### config.mk
export PLATFORM = sky130hd
export DESIGN_NAME = sip_option_tag_flag_parser
export DESIGN_NICKNAME = d
export VERILOG_FILES = /design/src/rtl/sotfp_pkg.sv /design/src/rtl/sip_option_tag_flag_parser.sv
export VERILOG_INCLUDE_DIRS = /design/src /design/src/rtl
export SDC_FILE = /design/constraint.sdc
export NUM_CORES = 1
export LEC_CHECK = 0
export BUFFER_PORTS_ARGS = -buffer_cell sky130_fd_sc_hd__buf_4
export CORE_MARGIN = 3
export CORE_UTILIZATION = 65
export CTS_BUF_LIST = sky130_fd_sc_hd__clkbuf_4
export CTS_CLUSTER_DIAMETER = 100
export DETAILED_ROUTE_END_ITERATION = 8
export PLACE_DENSITY = 0.85
export SLEW_MARGIN = 40
export SYNTH_ARGS = -nofsm -noshare
export SYNTH_HDL_FRONTEND = slang
export SYNTH_SLANG_ARGS = --single-unit
### constraint.sdc
create_clock -name clk -period 4.5 [get_ports clk]
set_input_delay 0.9 -clock clk [delete_from_list [all_inputs] [get_ports clk]]
set_output_delay 0.9 -clock clk [all_outputs]
set_load 0.01 [all_outputs]
### src/rtl/sip_option_tag_flag_parser_defines.svh
// assertion macros shared by the option tag parser
`ifndef SIP_OPTION_TAG_FLAG_PARSER_DEFINES_SVH
`define SIP_OPTION_TAG_FLAG_PARSER_DEFINES_SVH

// same-cycle implication, disabled during reset
`define SOTFP_ASSERT_NOW(label, ck, rn, ante, cons, msg) \
    label: assert property (@(posedge ck) disable iff (!(rn)) (ante) |-> (cons)) \
        else $error(msg);

// next-cycle implication, disabled during reset
`define SOTFP_ASSERT_NEXT(label, ck, rn, ante, cons, msg) \
    label: assert property (@(posedge ck) disable iff (!(rn)) (ante) |=> (cons)) \
        else $error(msg);

`endif

### src/rtl/sotfp_pkg.sv
// constants and match functions for the sip option tag parser
package sotfp_pkg;

    localparam int unsigned TAG_COUNT   = 5;
    localparam int unsigned TAG_MAX_LEN = 9;
    localparam int unsigned POS_W       = 4;

    localparam logic [TAG_COUNT-1:0] ALL_TAGS = '1;

    localparam logic [7:0] CASE_BIT = 8'h20;

    localparam logic [7:0] DELIM_SPACE = 8'h20;
    localparam logic [7:0] DELIM_TAB   = 8'h09;
    localparam logic [7:0] DELIM_CR    = 8'h0d;
    localparam logic [7:0] DELIM_LF    = 8'h0a;
    localparam logic [7:0] DELIM_COMMA = 8'h2c;

    typedef logic [TAG_COUNT-1:0] tag_mask_t;
    typedef logic [POS_W-1:0]     tag_pos_t;

    function automatic logic is_token_break(input logic [7:0] c);
        return (c == DELIM_SPACE) || (c == DELIM_TAB) || (c == DELIM_CR) ||
               (c == DELIM_LF) || (c == DELIM_COMMA);
    endfunction

    // tags whose character at pos equals the folded byte
    // bit order: eventlist, timer, 100rel, gruu, path
    function automatic tag_mask_t tag_char_hit(input tag_pos_t pos, input logic [7:0] low);
        tag_mask_t hit;
        hit = '0;
        unique case (pos)
            4'd0: hit = {low == "e", low == "t", low == "1", low == "g", low == "p"};
            4'd1: hit = {low == "v", low == "i", low == "0", low == "r", low == "a"};
            4'd2: hit = {low == "e", low == "m", low == "0", low == "u", low == "t"};
            4'd3: hit = {low == "n", low == "e", low == "r", low == "u", low == "h"};
            4'd4: hit = {low == "t", low == "r", low == "e", 1'b0, 1'b0};
            4'd5: hit = {low == "l", 1'b0, low == "l", 1'b0, 1'b0};
            4'd6: hit = {low == "i", 4'b0000};
            4'd7: hit = {low == "s", 4'b0000};
            4'd8: hit = {low == "t", 4'b0000};
            default: hit = '0;
        endcase
        return hit;
    endfunction

    // tags whose full length equals pos
    function automatic tag_mask_t tag_len_hit(input tag_pos_t pos);
        tag_mask_t hit;
        hit = '0;
        unique case (pos)
            4'd4: hit = 5'b00011;
            4'd5: hit = 5'b01000;
            4'd6: hit = 5'b00100;
            4'd9: hit = 5'b10000;
            default: hit = '0;
        endcase
        return hit;
    endfunction

endpackage

### src/rtl/sip_option_tag_flag_parser.sv
// sip supported header option tag parser, top level
//
//  channel | direction | fields                                       | handshake
//  --------+-----------+----------------------------------------------+-------------------
//  in      | to block  | data_byte, last_of_header, last_of_message   | in_valid / in_stall
//  out     | from block| header_flags, message_flags, message_done    | out_valid / out_stall
//
// one word per cycle sustained unless a header-end word meets a stalled result; each word
// is held in the input register, and a header result is then loaded into the result register
// the only work between registers is the per-byte tag compare and state update
// reset clears token state, flag accumulators and both valid bits
// a stalled result holds the input register only for a header-end word
module sip_option_tag_flag_parser
(
    input  logic       clk,
    input  logic       rst_n,
    input  logic       in_valid,
    output logic       in_stall,
    input  logic [7:0] data_byte,
    input  logic       last_of_header,
    input  logic       last_of_message,
    output logic       out_valid,
    input  logic       out_stall,
    output logic [4:0] header_flags,
    output logic [4:0] message_flags,
    output logic       message_done
);

    // input register
    logic       s1_valid_reg, s1_valid_next;
    logic [7:0] s1_byte_reg;
    logic       s1_hdr_reg;
    logic       s1_msg_reg;

    // token and flag state
    sotfp_pkg::tag_pos_t  pos_reg, pos_next;
    sotfp_pkg::tag_mask_t cand_reg, cand_next;
    logic                 skip_reg, skip_next;
    sotfp_pkg::tag_mask_t hacc_reg, hacc_next;
    sotfp_pkg::tag_mask_t macc_reg, macc_next;

    // result register
    logic                 out_valid_reg, out_valid_next;
    sotfp_pkg::tag_mask_t hdr_flags_reg, hdr_flags_next;
    sotfp_pkg::tag_mask_t msg_flags_reg, msg_flags_next;
    logic                 msg_done_reg;

    logic out_free;
    logic s1_fire;
    logic res_load;

    assign out_free = !out_valid_reg || !out_stall;
    assign s1_fire  = s1_valid_reg && (!s1_hdr_reg || out_free);
    assign res_load = s1_fire && s1_hdr_reg;
    assign in_stall = s1_valid_reg && !s1_fire;

    assign s1_valid_next = in_stall ? 1'b1 : in_valid;

    always_ff @(posedge clk or negedge rst_n)
    begin
        if (!rst_n)
        begin
            s1_valid_reg <= 1'b0;
        end
        else
        begin
            s1_valid_reg <= s1_valid_next;
        end
    end

    always_ff @(posedge clk)
    begin
        if (in_valid && !in_stall)
        begin
            s1_byte_reg <= data_byte;
            s1_hdr_reg  <= last_of_header;
            s1_msg_reg  <= last_of_message;
        end
    end

    // per-word update: token byte or delimiter, then header end closes again
    always_comb
    begin
        logic [7:0]           low;
        sotfp_pkg::tag_mask_t keep;
        sotfp_pkg::tag_mask_t hit1;
        sotfp_pkg::tag_mask_t hit2;
        sotfp_pkg::tag_pos_t  pos1;
        sotfp_pkg::tag_mask_t cand1;
        logic                 skip1;
        sotfp_pkg::tag_mask_t hacc1;
        sotfp_pkg::tag_mask_t hdr_all;

        low   = s1_byte_reg | sotfp_pkg::CASE_BIT;
        keep  = cand_reg & sotfp_pkg::tag_char_hit(pos_reg, low);
        hit1  = '0;
        pos1  = pos_reg;
        cand1 = cand_reg;
        skip1 = skip_reg;
        hacc1 = hacc_reg;

        if (sotfp_pkg::is_token_break(s1_byte_reg))
        begin
            if (!skip_reg && (pos_reg != '0))
            begin
                hit1 = cand_reg & sotfp_pkg::tag_len_hit(pos_reg);
            end
            hacc1 = hacc_reg | hit1;
            pos1  = '0;
            cand1 = sotfp_pkg::ALL_TAGS;
            skip1 = 1'b0;
        end
        else if (!skip_reg)
        begin
            cand1 = keep;
            if (keep == '0)
            begin
                skip1 = 1'b1;
            end
            else
            begin
                pos1 = pos_reg + sotfp_pkg::tag_pos_t'(1);
            end
        end

        // header end counts as a delimiter
        hit2 = '0;
        if (!skip1 && (pos1 != '0))
        begin
            hit2 = cand1 & sotfp_pkg::tag_len_hit(pos1);
        end
        hdr_all = hacc1 | hit2;

        hdr_flags_next = hdr_all;
        msg_flags_next = macc_reg | hdr_all;

        pos_next  = pos_reg;
        cand_next = cand_reg;
        skip_next = skip_reg;
        hacc_next = hacc_reg;
        macc_next = macc_reg;
        if (s1_fire)
        begin
            if (s1_hdr_reg)
            begin
                pos_next  = '0;
                cand_next = sotfp_pkg::ALL_TAGS;
                skip_next = 1'b0;
                hacc_next = '0;
                macc_next = s1_msg_reg ? '0 : msg_flags_next;
            end
            else
            begin
                pos_next  = pos1;
                cand_next = cand1;
                skip_next = skip1;
                hacc_next = hacc1;
            end
        end
    end

    always_ff @(posedge clk or negedge rst_n)
    begin
        if (!rst_n)
        begin
            pos_reg  <= '0;
            cand_reg <= sotfp_pkg::ALL_TAGS;
            skip_reg <= 1'b0;
            hacc_reg <= '0;
            macc_reg <= '0;
        end
        else
        begin
            pos_reg  <= pos_next;
            cand_reg <= cand_next;
            skip_reg <= skip_next;
            hacc_reg <= hacc_next;
            macc_reg <= macc_next;
        end
    end

    always_comb
    begin
        if (res_load)
        begin
            out_valid_next = 1'b1;
        end
        else if (!out_stall)
        begin
            out_valid_next = 1'b0;
        end
        else
        begin
            out_valid_next = out_valid_reg;
        end
    end

    always_ff @(posedge clk or negedge rst_n)
    begin
        if (!rst_n)
        begin
            out_valid_reg <= 1'b0;
        end
        else
        begin
            out_valid_reg <= out_valid_next;
        end
    end

    always_ff @(posedge clk)
    begin
        if (res_load)
        begin
            hdr_flags_reg <= hdr_flags_next;
            msg_flags_reg <= msg_flags_next;
            msg_done_reg  <= s1_msg_reg;
        end
    end

    assign out_valid     = out_valid_reg;
    assign header_flags  = hdr_flags_reg;
    assign message_flags = msg_flags_reg;
    assign message_done  = msg_done_reg;

`include "sip_option_tag_flag_parser_defines.svh"

    `SOTFP_ASSERT_NOW(a_msg_covers_hdr, clk, rst_n, out_valid_reg,
        (hdr_flags_reg & ~msg_flags_reg) == '0, "message flags miss a header flag")

    `SOTFP_ASSERT_NOW(a_skip_no_cand, clk, rst_n, skip_reg,
        (cand_reg == '0) && (pos_reg <= sotfp_pkg::tag_pos_t'(sotfp_pkg::TAG_MAX_LEN)),
        "skipped token still has candidates or position overran")

    `SOTFP_ASSERT_NEXT(a_msg_end_clear, clk, rst_n, res_load && s1_msg_reg,
        (macc_reg == '0) && (hacc_reg == '0), "flags not cleared after message end")

    `SOTFP_ASSERT_NOW(a_stall_only_full, clk, rst_n, in_stall,
        s1_valid_reg && s1_hdr_reg && out_valid_reg, "input stalled without cause")

endmodule
==> flow_metrics.tcl <==
set metrics [dict create \
    run_status "finished, final reports clean" \
    vias_in_the_first_global_route 1937 \
    post_cts.resized_instances 0 \
    worstSkewPairLatency_ns 0.37 \
    first_pass_grt_wire_length_mm 9.20 \
    fillCellCount 232 \
    antenna_found_initial 0 \
    ys.flop_type "sky130_fd_sc_hd__edfxtp_1" \
    cts-root-buf "sky130_fd_sc_hd__clkbuf_4" \
    tritoncts "yes" \
    part_of_the_power_in_the_clock_network 0.250 \
    antennaDiodeCount 0 \
    switching_power_uw 241 \
    grt_use_total 0.271 \
    final_min_period_over_clock_period 0.598 \
    max-clock-path-buffers 2 \
    finalCriticalPeriod_ns 2.69 \
    min-delay-path-class "input pin to asynchronous set/reset pin" \
    clock_tree.htree_level_count 2 \
    residual_drc_count 0 \
    synth-warning-count 0 \
    r2r_setup_slack_ns 1.81 \
    ant_nets 0 \
    io_pins 27 \
    hold_violations 0 \
    synth_seq_area_share 0.475 \
    cts_made_buffers 5 \
    critical-path-top-delay-family "simple AND/OR/NAND/NOR gates" \
    die_span_in_x_um 68.0 \
    rsz_0062_raised_after_global_routing "false" \
    power.leakage_nw 1.08 \
    tightest_slew_ns 0.601 \
    syn-cell-area_um2 2500 \
    max_freq_ghz 0.372 \
    critical_path.endpoint_type "register" \
    overflow 0 \
    maxSlewHeadroom 0.600 \
    chipHeight_um 68.0 \
    finalSetupTns_ns 0 \
    clk_pin_slew_worst_paths_ns 0.15 \
    report.final.slew_viol_count 0 \
    routed_vias 1945 \
    worst_hold_slack_ns 0.395 \
    largest_register_ff_count 8 \
    areaGrowthSynthToFinish_pct 9.07 \
    worst-path-max-fanout 10 \
    avgViaCountPerCell 6.62 \
    critical_path.reg2reg.startpoint "pos_reg[0]" \
    post_cts_setup_buffers 0 \
    num_rows 21 \
    floorplan.core_area_um2 3520 \
    critPathKind "register to register" \
    syn_avg_cell_area_um2 11.1 \
    crit-reg2reg-capture "pos_reg[0]" \
    final_number_of_setup_violating_endpoints 0 \
    synth.ff_latch_count 43 \
    cts_hold_buf 0 \
    power_frac_seq 0.612 \
    die_area_um2 4620 \
    finalNonFillerCells 294 \
    placement.setup.worst_slack_ns 1.87 \
    worst_ep_arrival_time_ns 2.96 \
    share_comb_of_total_power 0.138 \
    synth-edff-count 21 \
    worst_setup_path_start_kind "register" \
    ys_async_sr_fraction 0.512 \
    power_per_cell_area_nw_per_um2 293 \
    drtPass1Iterations 4 \
    gp_congestion 0.908 \
    synthesis.nets 244 \
    drv_cap 0 \
    clock-sinks 43 \
    worstRegToRegCells 8 \
    worst_path_largest_cell_delay_ns 0.46 \
    drt-wirelength-per-cell_um 18.7 \
    dp.cells 286 \
    worstPathRequired_ns 4.77 \
    cp.buffers_inverters 0 \
    place.port_buffers 26 \
    p_sw_frac 0.302 \
    worst_clock_skew_ns 0.0215 \
    design_power_total_uw 797 \
    worst_path_cell_trace "ha_1, nor3b_4, mux2i_1, nor4_2, o211ai_2, a31oi_2, and3_1, mux2_2" \
    final_critical_path_setup_slack_ns 1.81 \
    synth_cell_types 73 \
    initialDrtViolationCount 358 \
    intPower_uw 556 \
    postRouteWirelength_mm 5.48 \
    critical_path.slowest_cell "sky130_fd_sc_hd__dfrtp_1" \
    share_of_cells_above_drive_strength_1 0.286 \
    postSynthCellCount 226 \
    initial_core_util 0.709 \
    max-vdd-ir-drop_uv 272 \
    num-nets-final 265 \
    dpl.hpwl_mm 4.02 \
    largest_net_degree_at_the_start_of_global_routing 23 \
]
## power by group through the flow
stage	combinational, mW	sequential [mW]	clock [mW]
after detailed placement	0.109	0.494	0
after global placement	0.105	0.492	0
final	0.110	0.488	0.199
after global routing	0.122	0.492	0.221
after floorplan	0.0873	0.475	0
after CTS	0.110	0.486	0.202
## final cells by class
type | instances | area (um^2) | area share
Timing Repair Buffer | 26 | 195 | 0.0717
Inverter | 10 | 37.5 | 0.0138
Sequential cell | 43 | 1190 | 0.436
Tap cell | 46 | 57.6 | 0.0211
Clock inverter | 3 | 23.8 | 0.00873
Multi-Input combinational cell | 161 | 1180 | 0.435
Clock buffer | 5 | 37.5 | 0.0138
## cell usage after synthesis, drive strengths merged, types with 3 or more instances
cell type,number,area (um^2)
o21ai,9,48.8
nand4,6,37.5
nor4,4,37.5
and3,4,26.3
nor2b,4,27.5
nand2b,6,37.5
buf,9,77.6
or2,5,31.3
nand3,6,30.0
a22o,4,35.0
clkbuf,3,11.3
nor2,14,52.6
dfstp,5,131
edfxtp,21,631
a31oi,7,50.1
ha,4,50.1
nand2,15,56.3
inv,10,37.5
dfrtp,17,425
a21oi,11,55.1
a21o,5,38.8
nor3b,7,73.8
mux2,3,37.5
nor3,8,45.0
and2,3,21.3
## cells in the final DEF, fill, tap and decap left out, drive strengths merged, types with 2 or more instances in the layout
cell type  count
a21oi         11
mux2           3
nor2b          4
a21o           5
edfxtp        21
a22o           4
inv           11
or2            5
nor3b          7
o21ai          9
a31oi          7
o211ai         2
ha             4
clkbuf         5
xor2           2
o2111ai        2
nand2b         6
dfstp          5
a41oi          2
buf           26
clkinvlp       2
nor3           8
xnor2          2
dfrtp         17
nand2         15
nor2          14
nand4          6
and3           4
and2           3
nor4           4
o32a           2
nand3          6
a22oi          2
## metal layers
layer / track usage / part of all wire / vias to the layer above
li1: - / - / 891
met1: 0.367 / 0.42 / 923
met2: 0.416 / 0.47 / 118
met3: 0.0624 / 0.090 / 13
met4: 0.117 / 0.020 / 0
met5: 0 / 0 / -
## worst reg2reg max path, cell delays in order (launching register included)
cell and delay (ns):
sky130_fd_sc_hd__dfrtp_1 0.46, sky130_fd_sc_hd__ha_1 0.41, sky130_fd_sc_hd__nor3b_4 0.34, sky130_fd_sc_hd__mux2i_1 0.36, sky130_fd_sc_hd__nor4_2 0.10, sky130_fd_sc_hd__o211ai_2 0.26, sky130_fd_sc_hd__a31oi_2 0.17, sky130_fd_sc_hd__and3_1 0.22
sky130_fd_sc_hd__mux2_2 0.26
## cells by family (layout without fill, tap and decap cells)
| group | after synthesis | count (layout) | synth area share |
|---|---|---|---|
| xor+xnor | 4 | 4 | 0.0140 |
| mux | 4 | 4 | 0.0190 |
| fa+ha+maj | 4 | 4 | 0.0200 |
| flops | 43 | 43 | 0.475 |
| compound gates | 57 | 57 | 0.189 |
| simple gates | 92 | 92 | 0.231 |
| buf+inv | 22 | 44 | 0.0506 |
## per-stage QoR
stage,instance area (um^2),utilization
after floorplan,2500,-
final,2720,0.774
after global placement,2660,0.756
after global routing,2720,0.774
after CTS,2720,0.773
after detailed placement,2660,0.756
## worst max path at each step
stage	startpoint	end	slack (ns)	cells after the start
after floorplan	pos_reg[0]	message_flags[1]	2.17	8
after global placement	pos_reg[0]	message_flags[1]	1.92	8
after detailed placement	pos_reg[0]	pos_reg[0]	1.87	9
after CTS	pos_reg[0]	pos_reg[0]	1.85	9
after global routing	pos_reg[0]	message_flags[1]	1.64	8
final	pos_reg[0]	pos_reg[0]	1.81	8
Power figures use the tool's default switching activity.
